==> src/hdl/assert_macros.svh <==
// Assertion macros shared by the key packer RTL.
// Expects clk and rst in the scope of the module that uses them.
`ifndef ASSERT_MACROS_SVH
`define ASSERT_MACROS_SVH

// Checked on every edge outside reset.
`define SBKP_CHECK(label, prop, msg) \
  label: assert property (@(posedge clk) disable iff (rst) prop) else $error(msg);

// Checked on every edge, reset included.
`define SBKP_CHECK_ALWAYS(label, prop, msg) \
  label: assert property (@(posedge clk) prop) else $error(msg);

`endif

==> src/hdl/sbkp_pkg.sv <==
// Shared types, constants and helpers for the significant bit key packer.
// No dependencies.
`default_nettype none

package sbkp_pkg;

  localparam int COUNTER_W = 64;
  localparam int SHIFT_W   = 6;
  localparam int NBITS_W   = 7;   // 0..64 significant bits
  localparam int WORD_W    = 32;
  localparam int INDEX_W   = 3;
  localparam int TOTAL_W   = 9;
  localparam int WCNT_W    = 2;   // at most three key words touched per request

  localparam int KEY_WORDS_DEF = 8;

  typedef enum logic [1:0] {
    ST_IDLE,
    ST_PREP,
    ST_WRITE,
    ST_EMIT
  } sbkp_state_t;

  typedef struct packed {
    logic load;    // capture request, apply first flag
    logic prep;    // size and align the shifted counter
    logic write;   // store one key word
    logic emit;    // load one result into the output register
  } sbkp_cmd_t;

  typedef struct packed {
    logic last_item;
    logic wcnt_zero;
    logic emit_last;
  } sbkp_status_t;

  // Bit count up to and including the highest set bit.
  function automatic logic [NBITS_W-1:0] sig_bits(input logic [COUNTER_W-1:0] v);
    logic [NBITS_W-1:0] n;
    n = '0;
    for (int i = 0; i < COUNTER_W; i++) begin
      if (v[i]) begin
        n = NBITS_W'(i + 1);
      end
    end
    return n;
  endfunction

endpackage

`default_nettype wire

==> src/hdl/sbkp_in_if.sv <==
// Request channel of the key packer: valid/ready plus one counter request.
// Depends on sbkp_pkg.
`default_nettype none

interface sbkp_in_if;
  import sbkp_pkg::*;

  logic                 valid;
  logic                 ready;
  logic                 first_item;
  logic                 last_item;
  logic [COUNTER_W-1:0] counter_value;
  logic [SHIFT_W-1:0]   shift_amount;

  modport source (
    output valid, first_item, last_item, counter_value, shift_amount,
    input  ready
  );

  modport sink (
    input  valid, first_item, last_item, counter_value, shift_amount,
    output ready
  );
endinterface

`default_nettype wire

==> src/hdl/sbkp_out_if.sv <==
// Result channel of the key packer: valid/ready plus one key word.
// Depends on sbkp_pkg.
`default_nettype none

interface sbkp_out_if;
  import sbkp_pkg::*;

  logic               valid;
  logic               ready;
  logic [INDEX_W-1:0] word_index;
  logic [WORD_W-1:0]  key_word;
  logic [TOTAL_W-1:0] total_bits;
  logic               last_word;

  modport source (
    output valid, word_index, key_word, total_bits, last_word,
    input  ready
  );

  modport sink (
    input  valid, word_index, key_word, total_bits, last_word,
    output ready
  );
endinterface

`default_nettype wire

==> src/hdl/sbkp_ctrl.sv <==
// Sequencer of the key packer: request handshake, store writes, word emission.
// Depends on sbkp_pkg and assert_macros.svh.
`default_nettype none
`include "assert_macros.svh"

module sbkp_ctrl (
  input  wire                   clk,
  input  wire                   rst,
  input  wire                   in_valid,
  output logic                  in_ready,
  output logic                  out_valid,
  input  wire                   out_ready,
  output sbkp_pkg::sbkp_cmd_t   cmd,
  input  sbkp_pkg::sbkp_status_t status
);
  import sbkp_pkg::*;

  sbkp_state_t state, state_next;
  logic        out_valid_next;

  always_ff @(posedge clk) begin
    if (rst) begin
      state     <= ST_IDLE;
      out_valid <= 1'b0;
    end else begin
      state     <= state_next;
      out_valid <= out_valid_next;
    end
  end

  always_comb begin
    cmd        = '0;
    state_next = state;
    in_ready   = 1'b0;
    case (state)
      ST_IDLE: begin
        in_ready = 1'b1;
        if (in_valid) begin
          cmd.load   = 1'b1;
          state_next = ST_PREP;
        end
      end
      ST_PREP: begin
        cmd.prep   = 1'b1;
        state_next = ST_WRITE;
      end
      ST_WRITE: begin
        if (status.wcnt_zero) begin
          state_next = status.last_item ? ST_EMIT : ST_IDLE;
        end else begin
          cmd.write = 1'b1;
        end
      end
      ST_EMIT: begin
        if (!out_valid || out_ready) begin
          cmd.emit = 1'b1;
          if (status.emit_last) begin
            state_next = ST_IDLE;
          end
        end
      end
      default: begin
        state_next = ST_IDLE;
      end
    endcase
    out_valid_next = cmd.emit ? 1'b1 : (out_ready ? 1'b0 : out_valid);
  end

  `SBKP_CHECK(a_load_to_prep, cmd.load |=> state == ST_PREP, "accepted request did not start prep")
  `SBKP_CHECK(a_no_overwrite, cmd.emit |-> (!out_valid || out_ready), "result overwritten")
  `SBKP_CHECK_ALWAYS(a_reset_out, rst |=> !out_valid, "result valid after reset")

endmodule

`default_nettype wire

==> src/hdl/sbkp_datapath.sv <==
// Datapath of the key packer: shifter, bit sizing, key word store, result register.
// Depends on sbkp_pkg and assert_macros.svh.
`default_nettype none
`include "assert_macros.svh"

module sbkp_datapath #(
  parameter int KEY_WORDS = sbkp_pkg::KEY_WORDS_DEF
) (
  input  wire                              clk,
  input  wire                              rst,
  input  sbkp_pkg::sbkp_cmd_t              cmd,
  output sbkp_pkg::sbkp_status_t           status,
  input  wire                              first_item,
  input  wire                              last_item,
  input  wire [sbkp_pkg::COUNTER_W-1:0]    counter_value,
  input  wire [sbkp_pkg::SHIFT_W-1:0]      shift_amount,
  output logic [sbkp_pkg::INDEX_W-1:0]     word_index,
  output logic [sbkp_pkg::WORD_W-1:0]      key_word,
  output logic [sbkp_pkg::TOTAL_W-1:0]     total_bits,
  output logic                             last_word
);
  import sbkp_pkg::*;

  localparam int KEY_BITS = KEY_WORDS * WORD_W;
  localparam int AW       = $clog2(KEY_WORDS);
  localparam int PW       = $clog2(KEY_BITS + 1);
  localparam int WIN_W    = 3 * WORD_W;

  logic [WORD_W-1:0]    mem [KEY_WORDS];
  logic [KEY_WORDS-1:0] valid;

  logic [COUNTER_W-1:0] vreg;
  logic                 last_flag;
  logic [PW-1:0]        pos;
  logic [WORD_W-1:0]    partial;
  logic [WIN_W-1:0]     win;
  logic [WCNT_W-1:0]    wcnt;
  logic [AW-1:0]        waddr;
  logic                 end_aligned;
  logic [AW-1:0]        eidx;

  // prep-cycle sizing
  logic [NBITS_W-1:0]   nbits;
  logic [PW-1:0]        room;
  logic [NBITS_W-1:0]   take;
  logic [COUNTER_W-1:0] mask;
  logic [4:0]           ofs;
  logic [PW-1:0]        pos_sum;
  logic [7:0]           span;
  logic [WIN_W-1:0]     win_new;

  always_comb begin
    nbits   = sig_bits(vreg);
    room    = PW'(KEY_BITS) - pos;
    take    = (PW'(nbits) < room) ? nbits : NBITS_W'(room);
    mask    = (take == NBITS_W'(COUNTER_W)) ? '1 : ~({COUNTER_W{1'b1}} << take);
    ofs     = pos[4:0];
    pos_sum = pos + PW'(take);
    span    = 8'(ofs) + 8'(take) + 8'd31;
    win_new = ({{WORD_W{1'b0}}, vreg & mask} << ofs) | {{(WIN_W-WORD_W){1'b0}}, partial};
  end

  always_ff @(posedge clk) begin
    if (rst) begin
      pos     <= '0;
      partial <= '0;
      valid   <= '0;
      wcnt    <= '0;
    end else begin
      if (cmd.load && first_item) begin
        pos     <= '0;
        partial <= '0;
        valid   <= '0;
      end
      if (cmd.prep) begin
        pos  <= pos_sum;
        wcnt <= span[6:5];
      end
      if (cmd.write) begin
        valid[waddr] <= 1'b1;
        // the last word written holds the bits below the new position
        partial      <= end_aligned ? '0 : win[WORD_W-1:0];
        wcnt         <= wcnt - 1'b1;
      end
    end
  end

  always_ff @(posedge clk) begin
    if (cmd.load) begin
      vreg      <= counter_value >> shift_amount;
      last_flag <= last_item;
      eidx      <= '0;
    end
    if (cmd.prep) begin
      win         <= win_new;
      waddr       <= AW'(pos >> 5);
      end_aligned <= (pos_sum[4:0] == 5'd0);
    end
    if (cmd.write) begin
      mem[waddr] <= win[WORD_W-1:0];
      win        <= win >> WORD_W;
      waddr      <= AW'(waddr + 1'b1);
    end
    if (cmd.emit) begin
      word_index <= INDEX_W'(eidx);
      key_word   <= valid[eidx] ? mem[eidx] : '0;
      total_bits <= TOTAL_W'(pos);
      last_word  <= (eidx == AW'(KEY_WORDS - 1));
      eidx       <= AW'(eidx + 1'b1);
    end
  end

  assign status.last_item = last_flag;
  assign status.wcnt_zero = (wcnt == '0);
  assign status.emit_last = (eidx == AW'(KEY_WORDS - 1));

  `SBKP_CHECK(a_pos_bound, pos <= PW'(KEY_BITS), "bit position beyond key size")
  `SBKP_CHECK(a_write_range, cmd.write |-> (int'(waddr) < KEY_WORDS), "key word write out of range")

endmodule

`default_nettype wire

==> src/hdl/significant_bit_key_packer.sv <==
// Significant bit key packer: each request shifts a 64-bit counter right and appends its
// bits up to the highest set one, LSB first, to a key of KEY_WORDS 32-bit words; bits past
// the key's end are dropped. first_item clears the key first; last_item then returns all
// KEY_WORDS words in order with the total bit count. A request goes through load, prep and
// one write per key word it touches (0 to 3), as the single write port of the key store
// takes one word a cycle; a last request then emits KEY_WORDS results, which the sink can stall.
// Depends on sbkp_pkg, sbkp_in_if, sbkp_out_if, sbkp_ctrl and sbkp_datapath.
`default_nettype none

module significant_bit_key_packer #(
  parameter int KEY_WORDS = sbkp_pkg::KEY_WORDS_DEF
) (
  input wire         clk,
  input wire         rst,
  sbkp_in_if.sink    items,
  sbkp_out_if.source results
);
  import sbkp_pkg::*;

  sbkp_cmd_t    cmd;
  sbkp_status_t status;
  logic         in_ready;
  logic         out_valid;

  sbkp_ctrl u_ctrl (
    .clk       (clk),
    .rst       (rst),
    .in_valid  (items.valid),
    .in_ready  (in_ready),
    .out_valid (out_valid),
    .out_ready (results.ready),
    .cmd       (cmd),
    .status    (status)
  );

  sbkp_datapath #(
    .KEY_WORDS (KEY_WORDS)
  ) u_datapath (
    .clk           (clk),
    .rst           (rst),
    .cmd           (cmd),
    .status        (status),
    .first_item    (items.first_item),
    .last_item     (items.last_item),
    .counter_value (items.counter_value),
    .shift_amount  (items.shift_amount),
    .word_index    (results.word_index),
    .key_word      (results.key_word),
    .total_bits    (results.total_bits),
    .last_word     (results.last_word)
  );

  assign items.ready   = in_ready;
  assign results.valid = out_valid;

endmodule

`default_nettype wire
==> src/flat_wrapper.sv <==
// flat-port wrapper written by rule: the top's interface ports become plain ports
module significant_bit_key_packer_flat import sbkp_pkg::*;
#(
  parameter int KEY_WORDS = sbkp_pkg::KEY_WORDS_DEF
)
  (clk, rst, items_valid, items_first_item, items_last_item, items_counter_value, items_shift_amount, items_ready, results_valid, results_word_index, results_key_word, results_total_bits, results_last_word, results_ready);
  sbkp_in_if items_i ();
  sbkp_out_if results_i ();
  input wire clk;
  input wire rst;
  input wire logic [$bits(items_i.valid)-1:0] items_valid;
  input wire logic [$bits(items_i.first_item)-1:0] items_first_item;
  input wire logic [$bits(items_i.last_item)-1:0] items_last_item;
  input wire logic [$bits(items_i.counter_value)-1:0] items_counter_value;
  input wire logic [$bits(items_i.shift_amount)-1:0] items_shift_amount;
  output wire logic [$bits(items_i.ready)-1:0] items_ready;
  output wire logic [$bits(results_i.valid)-1:0] results_valid;
  output wire logic [$bits(results_i.word_index)-1:0] results_word_index;
  output wire logic [$bits(results_i.key_word)-1:0] results_key_word;
  output wire logic [$bits(results_i.total_bits)-1:0] results_total_bits;
  output wire logic [$bits(results_i.last_word)-1:0] results_last_word;
  input wire logic [$bits(results_i.ready)-1:0] results_ready;
  assign items_i.valid = items_valid;
  assign items_i.first_item = items_first_item;
  assign items_i.last_item = items_last_item;
  assign items_i.counter_value = items_counter_value;
  assign items_i.shift_amount = items_shift_amount;
  assign items_ready = items_i.ready;
  assign results_valid = results_i.valid;
  assign results_word_index = results_i.word_index;
  assign results_key_word = results_i.key_word;
  assign results_total_bits = results_i.total_bits;
  assign results_last_word = results_i.last_word;
  assign results_i.ready = results_ready;
  significant_bit_key_packer #(.KEY_WORDS(KEY_WORDS)) u_core (.clk(clk), .rst(rst), .items(items_i), .results(results_i));
endmodule
==> config.mk <==
export PLATFORM = sky130hd
export DESIGN_NAME = significant_bit_key_packer_flat
export DESIGN_NICKNAME = d
export VERILOG_FILES = /design/src/hdl/sbkp_pkg.sv /design/src/hdl/sbkp_in_if.sv /design/src/hdl/sbkp_out_if.sv /design/src/hdl/sbkp_ctrl.sv /design/src/hdl/sbkp_datapath.sv /design/src/hdl/significant_bit_key_packer.sv /design/src/flat_wrapper.sv
export VERILOG_INCLUDE_DIRS = /design/src /design/src/hdl
export SDC_FILE = /design/constraint.sdc
export NUM_CORES = 1
export LEC_CHECK = 0
export ABC_AREA = 1
export BUFFER_PORTS_ARGS = -buffer_cell sky130_fd_sc_hd__buf_2
export CORE_ASPECT_RATIO = 0.8
export CORE_MARGIN = 2
export CORE_UTILIZATION = 45
export DETAILED_ROUTE_END_ITERATION = 7
export SLEW_MARGIN = 20
export SYNTH_ARGS = -nofsm -noshare
export SYNTH_HDL_FRONTEND = slang
export SYNTH_SLANG_ARGS = --single-unit
export TNS_END_PERCENT = 50
==> constraint.sdc <==
create_clock -name clk -period 6.96 [get_ports clk]
set_input_delay 0.696 -clock clk [delete_from_list [all_inputs] [get_ports clk]]
set_output_delay 0.696 -clock clk [all_outputs]
set_load 0.01 [all_outputs]
# Word-level counts from Yosys, hierarchy flattened
# Memories as Yosys holds them, arrays and structs flattened. A register that Yosys moved wholly into a read port is not among the register bits.
# Index checks and enable logic that the tools add are counted.
[totals] register_bits=235 mem_bits_rw=256 output_inout_bits=47 elab_cells=162 mem_count=1
[memory_table] memory="u_core.u_datapath.mem" depth=8 width=32 read_ports=1 rd_ports_with_merged_regs=1 wr=1 line="sbkp_datapath.sv:29" text="logic [WORD_W-1:0] mem [KEY_WORDS];"
[op_classes] n_addsub=7 order_cmp=4 n_eq_ne=9 shifts=3 n_mux=104 bitwise_logic=4 reduce_logical=14
[op_table] cell="2-to-1 mux 7 bit" count=62
[op_table] cell="2-to-1 mux 64 bit" count=3
[op_table] cell="2-to-1 mux 32 bit" count=3
[op_table] cell="OR 96 x 32 -> 96 bit" count=1
[op_table] cell="left shift 64 x 5 -> 96 bit" count=1
[op_table] cell="AND 64 bit" count=1
[op_table] cell="NOT 64 bit" count=1
[op_table] cell="left shift 64 x 7 -> 64 bit (first input constant)" count=1
[op_table] cell="right shift 64 x 6 -> 64 bit" count=1
[op_table] cell="2-to-1 mux 8 bit" count=3
[op_table] cell="2-to-1 mux 2 bit" count=9
[op_table] cell="2-to-1 mux 9 bit" count=2
[op_table] cell="2-to-1 mux 1 bit" count=15
[op_table] cell="2-to-1 mux 3 bit" count=4
[op_table] cell="nonzero test 2 bit" count=5
[op_table] cell="adder 9 x 7 -> 9 bit" count=1
[op_table] cell="< comparator 7 x 9 -> 1 bit" count=1
[op_table] cell="subtractor 9 bit (first input constant)" count=1
[op_table] cell="< comparator 3 x 4 -> 1 bit (second input constant)" count=2
[op_table] cell="OR 8 bit" count=1
[op_table] cell="one-hot mux 2 bit (4 select lines)" count=1
[op_table] cell="adder 5 x 7 -> 7 bit" count=1
[op_table] cell="adder 7 x 5 -> 7 bit (second input constant)" count=1
[op_table] cell="== test 7 bit (second input constant)" count=1
[op_table] cell="other kinds (16)" count=23

# Longest topological paths before layout
[logic_depth] word_depth=74 depth_mapped=84 mapped_depth_nobuf=82

# Cells and area by module
# Synthesis repeated with hierarchy kept, for this count alone.
[hier_totals] hier_cells=3749 hier_area_um2=29638.4
[by_module_without_submodules] module="sbkp_datapath" instances=1 cells_each=3712 area_per_inst_um2=29433.2 seq_area_each_um2=14764.2
[by_module_without_submodules] module="sbkp_ctrl" instances=1 cells_each=37 area_per_inst_um2=205.2 seq_area_each_um2=60.1

# Worst setup path after synthesis
# Ideal clock, no wire load.
[synth_timing] path_kind="flip-flop to flip-flop" from="register u_core.u_datapath.vreg[1]" to="register u_core.u_datapath.pos[8]" arrival_time_ps=5243 slack_ps=1626 stages_incl_launch_ff=81 path_buffers=1 path_cell_list="edfxtp_1 inv_1 nand2_1 nand2_1 nand2_1 nand2_1 nand2_1 nand2_1 nand2_1 nand2_1 nand2_1 nand2_1 nand2_1 nand2_1 nand2_1 nand2_1 nand2_1 nand2_1 (+45 left out) nand2_1 nand2_2 nand2_2 nand2_4 nand2_4 buf_6 nand2_1 nand2_1 ha_1 inv_1 fa_1 o31ai_1 nand3_1 nand2_1 nand2_1 a21oi_1 a22oi_1 a311oi_1"
[synth_via] elab_chain_cells=67
[synth_rtl] element="from (decl)" line="sbkp_datapath.sv:32" text="logic [COUNTER_W-1:0] vreg;"
[synth_rtl] element="from (signal assigned)" line="sbkp_datapath.sv:90" text="vreg <= counter_value >> shift_amount;"
[synth_rtl] element="2-to-1 mux 2 bit * (2 in a row)" line="sbkp_pkg.sv:42" text="if (v[i]) begin"
[synth_rtl] element="2-to-1 mux 7 bit * (61 in a row)" line="sbkp_pkg.sv:42"
[synth_rtl] element="< comparator 7 x 9 -> 1 bit" line="sbkp_datapath.sv:55" text="take = (PW'(nbits) < room) ? nbits : NBITS_W'(room);"
[synth_rtl] element="2-to-1 mux 7 bit *" line="sbkp_datapath.sv:55"
[synth_rtl] element="adder 9 x 7 -> 9 bit *" line="sbkp_datapath.sv:58" text="pos_sum = pos + PW'(take);"
[synth_rtl] element="2-to-1 mux 9 bit *" line="sbkp_datapath.sv:75" text="if (cmd.prep) begin"
[synth_rtl] element="to (signal assigned)" line="sbkp_datapath.sv:76" text="pos <= pos_sum;"
[synth_rtl] element="to (decl)" line="sbkp_datapath.sv:34" text="logic [PW-1:0] pos;"
# Mark *: on every way between the ends. The rest lies on a longest branch, timed or not.
# A chain may end at the register's enable or synchronous reset.

# Worst setup path after layout
[layout_timing] from="register u_core.u_datapath.vreg[1]" to="register u_core.u_datapath.win[61] (data pin)"
[layout_via] elab_chain_cells=73 word_cells_on_any_way=74 cone_classes="order compare: 1; eq/ne: 1; shift: 2; mux: 67; bitwise: 3"
[layout_rtl] element="2-to-1 mux 2 bit (2 in a row)" line="sbkp_pkg.sv:42"
[layout_rtl] element="2-to-1 mux 7 bit (61 in a row)" line="sbkp_pkg.sv:42"
[layout_rtl] element="< comparator 7 x 9 -> 1 bit" line="sbkp_datapath.sv:55"
[layout_rtl] element="2-to-1 mux 7 bit" line="sbkp_datapath.sv:55"
[layout_rtl] element="left shift 64 x 7 -> 64 bit" line="sbkp_datapath.sv:56" text="mask = (take == NBITS_W'(COUNTER_W)) ? '1 : ~({COUNTER_W{1'b1}} << take);"
[layout_rtl] element="NOT 64 bit" line="sbkp_datapath.sv:56"
[layout_rtl] element="2-to-1 mux 64 bit" line="sbkp_datapath.sv:56"
[layout_rtl] element="AND 64 bit *" line="sbkp_datapath.sv:60" text="win_new = ({{WORD_W{1'b0}}, vreg & mask} << ofs) | {{(WIN_W-WORD_W){1'b0}}, partial};"
[layout_rtl] element="left shift 64 x 5 -> 96 bit *" line="sbkp_datapath.sv:60"
[layout_rtl] element="OR 96 x 32 -> 96 bit *" line="sbkp_datapath.sv:60"
[layout_rtl] element="2-to-1 mux 64 bit *" line="sbkp_datapath.sv:94" text="if (cmd.prep) begin"
[layout_rtl] element="2-to-1 mux 64 bit *" line="sbkp_datapath.sv:99" text="if (cmd.write) begin"
[layout_rtl] element="to (signal assigned)" line="sbkp_datapath.sv:95" text="win <= win_new;"
[layout_rtl] element="to (signal assigned)" line="sbkp_datapath.sv:101" text="win <= win >> WORD_W;"
[layout_rtl] element="to (decl)" line="sbkp_datapath.sv:36" text="logic [WIN_W-1:0] win;"
# Mark *: on every way between the ends. The rest lies on a longest branch, timed or not. The select of a mux whose other input is x is not followed.

==> results.rst <==
.. list-table::
   :header-rows: 1

   * - Metric
     - Value
   * - Run status
     - complete, no violations
   * - Mapped Cells
     - 3,792
   * - Vertical extent of the die
     - approximately 230 microns
   * - Die width
     - just under 300 microns
   * - Flip-flop and latch count after synthesis
     - approximately 520
   * - Crit path DAT
     - 6.58 ns
   * - Count of yosys warnings during synthesis
     - 0
   * - Post-synthesis compound-gate area fraction
     - 0.103
   * - Dpl hpwl
     - approximately 65,000 microns
   * - Largest net degree at the start of global routing
     - 82
   * - Flip-flop cell with the highest count after synthesis
     - edfxtp_1
   * - Number of ports placed on the die boundary
     - around 120
   * - Achievable Freq
     - 164 MHz
   * - Worst setup path category
     - flip-flop to flip-flop
   * - Worst hold path class
     - input port to flip-flop
   * - DR pass1 iterations
     - 6
   * - Gate family responsible for the most delay along the worst path
     - simple AND/OR/NAND/NOR gates
   * - Hold WS
     - roughly 0.27 ns
   * - H-tree levels
     - 2
   * - Total track usage
     - 0.271
   * - Clock tree from TritonCTS
     - yes
   * - # fillers
     - approximately 6,400
   * - Total Routed Length
     - 93,800 microns
   * - Leakage Power
     - between 10 and 15 nW
   * - P&R area growth vs syn
     - 9.71%
   * - DRC marker count from the first detailed-route iteration
     - roughly 3,200
   * - Count of hold buffers inserted by post-cts repair
     - 0
   * - Clk sink count
     - roughly 520
   * - Total gr overflow
     - 0
   * - Number of flops mapped to enable cells by yosys
     - 437
   * - Vias per inst
     - 5.71
   * - Global-route wire length before repair
     - between 100,000 and 150,000 microns
   * - Area leader, netlist
     - edfxtp_1
   * - Avg WL per Cell
     - 20.1 microns
   * - Count of pins over their slew limit
     - 0
   * - Inserted Clock Buffers
     - 53
   * - Share of cell area taken by muxes after synthesis
     - 0.0124
   * - Count of standard-cell rows
     - 84
   * - Crit-path max cell delay
     - about 0.43 ns
   * - CORE AREA
     - between 60,000 and 70,000 sq um
   * - Maximum Capacitance Violations
     - 0
   * - Required time at the endpoint of the critical path
     - 7.43 ns
   * - Sort of element at the end of the critical path
     - flip-flop
   * - Slack of the critical path
     - 0.851 ns
   * - Sequential-to-total area share from yosys stat
     - 0.496
   * - Number of antenna repair diodes
     - 0
   * - Worst-skew pair later-pin latency
     - 0.63 ns
   * - Setup violation total in the final timing report
     - 0
   * - Vias
     - 26,700
   * - Synth Area in Adders
     - 0.0120
   * - Mapped Avg Cell Area
     - approximately 7.9 sq um
   * - Setup TNS
     - 0 ns
   * - Initial antenna violation count
     - 0
   * - Headroom to the max-slew limit
     - 0.326
   * - Simple-gate portion of the synthesized area
     - 0.300
   * - Synthesized-area fraction occupied by xor and xnor cells
     - 0.00264
   * - Tcrit/Tclk final
     - 0.878
   * - Fraction of layout cells with a size suffix above 1
     - 0.0844
   * - Via count of the first global-routing pass
     - around 24,000
   * - Synth cell types
     - 48
   * - Cell Area, Synth
     - 29,900 sq um
   * - Worst slack after detailed placement
     - 0.867 ns
   * - Skew final
     - approximately 0.026 ns
   * - Initial Util
     - 0.455
   * - Slew @ Worst Pin
     - about 1.0 ns
   * - Port-buffer cells
     - 122
   * - Yosys top cell area share
     - 0.439
   * - Critical-path top delay cell
     - edfxtp_1
   * - Commonest cells after routing, fill and taps aside
     - nand2_1, nand3_1, edfxtp_1
   * - Number of buffers and inverters on the critical path
     - 1
   * - Hold Fails Final Rpt
     - 0
   * - Clock-pin slew on the worst setup and hold paths
     - around 0.060 ns
   * - Dominant combinational cell family by area after synthesis
     - simple AND/OR/NAND/NOR gates
   * - Critical path's most frequent cell
     - nand2_1
   * - RSZ-0062 raised after global routing
     - true
   * - Leading cell type in the layout, fill and taps excluded
     - nand2_1
   * - Number of nets with antenna violations after routing
     - 0
   * - Post-route total power
     - between 15 and 20 mW
   * - Max Buffers Root-to-Sink
     - 3
   * - Net count after synthesis
     - approximately 3,900
   * - Root Driver
     - clkbuf_16
   * - Critical Path Source Type
     - flip-flop
   * - Total Die Area
     - a little under 70,000 sq um
   * - Final critical path time including I/O delays and setup
     - between 6 and 7 ns
   * - Crit-path max FO
     - 15
   * - Net total in the final layout
     - between 3,000 and 4,000
   * - Cell types occupying the most area after synthesis
     - edfxtp_1, nand2_1, nand3_1
   * - Worst supply voltage drop on vdd
     - 0.401 mV
   * - Count of placed standard cells in the final layout, fillers left out
     - between 4,000 and 5,000
   * - Placed insts
     - 4,573
   * - GP Congestion
     - between 1 and 1.5
   * - Pwr dens
     - between 500 and 600 nW/um^2
   * - Proportion of synthesized flip-flops having asynchronous set or reset
     - 0
   * - DRC
     - 0
==> area by class of cell <==
| type | count | area [sq um] | area share |
|---|---|---|---|
| clock inverters | 29 | 278 | 0.00848 |
| well taps | 860 | 1080 | 0.0328 |
| clock buffers | 71 | 1440 | 0.0441 |
| multi-input cells | 2701 | 13000 | 0.396 |
| flip-flops and latches | 522 | 14800 | 0.453 |
| repair buffers | 165 | 936 | 0.0286 |
| inverters | 326 | 1230 | 0.0374 |
==> state kept, by name, summed over array words and instances, names as in the netlist, 3 cells and up <==
register,count
u_core.u_datapath.eidx,3
u_core.u_datapath.waddr,3
u_core.u_datapath.key_word,32
u_core.u_datapath.mem,256
u_core.u_datapath.win,95
u_core.u_datapath.word_index,3
u_core.u_datapath.pos,9
u_core.u_datapath.valid,8
u_core.u_datapath.vreg,64
u_core.u_datapath.total_bits,9
u_core.u_datapath.partial,32
==> cell usage after synthesis (19+ instances only) <==
cell type  number
ha_1           27
a21oi_1        55
dfxtp_1        85
o21ai_0       309
o22ai_1        99
mux2i_1        37
nor2_1        343
nand3_1       665
nand2_2        19
edfxtp_1      437
inv_1         314
nand4_1        47
nand2_1       964
a31oi_1        28
buf_2          19
clkbuf_1      158
buf_1          58
o211ai_1       26
==> stage by stage <==
step | area (sq um) | utilization
floorplan | 29900 | -
CTS | 32700 | 0.498
finish | 32800 | 0.499
detailed placement | 31000 | 0.472
global placement | 31000 | 0.472
global route | 32800 | 0.499
==> cell families after synthesis <==
group                    count (synthesis)
AND/OR/NAND/NOR                       2076
adder cells (fa/ha/maj)                 28
XOR/XNOR                                 9
multiplexers                            37
AO/OA/AOI/OAI                          550
flip-flops                             522
buffers and inverters                  570
==> report_power, final <==
part           leakage (nW)  switching [mW]  internal [mW]
clock network         0.840            1.25           1.58
logic                  7.89            7.40           2.86
registers              4.71           0.528           4.43
total                  13.4            9.19           8.88
==> worst reg2reg max path, delay by kind of cell, from the launching register on <==
kind,cells,cell delay (ns)
AND/OR/NAND/NOR,77,5.12
flip-flops,1,0.43
AO/OA/AOI/OAI,1,0.30
buffers and inverters,1,0.07
==> timing repair <==
action | 4_1_cts | 5_1_grt
resized for setup | 0 | 8
buffers inserted | 0 | 0
setup endpoints to repair | 0 | 66
==> path summary, 6_finish.rpt <==
check	start	to	slack (ns)	cells after the start
worst max-delay path	u_core.u_datapath.vreg[1]	u_core.u_datapath.win[61]	0.85	79
worst min-delay path	items_last_item	u_core.u_datapath.last_flag	0.27	1
worst max register to register	u_core.u_datapath.vreg[1]	u_core.u_datapath.win[61]	0.85	79
worst min register to register	u_core.u_datapath.win[87]	u_core.u_datapath.win[87]	0.45	2
==> per-layer routing <==
| metal | GRT usage | up-vias | wire [microns] |
|---|---|---|---|
| li1 | - | 12900 | - |
| met1 | 0.429 | 12500 | 45700 |
| met2 | 0.371 | 1181 | 36900 |
| met3 | 0.0556 | 138 | 9000 |
| met4 | 0.0686 | 0 | 2120 |
| met5 | 0 | - | 0 |
No activity file was read; power rests on OpenSTA's default activity.
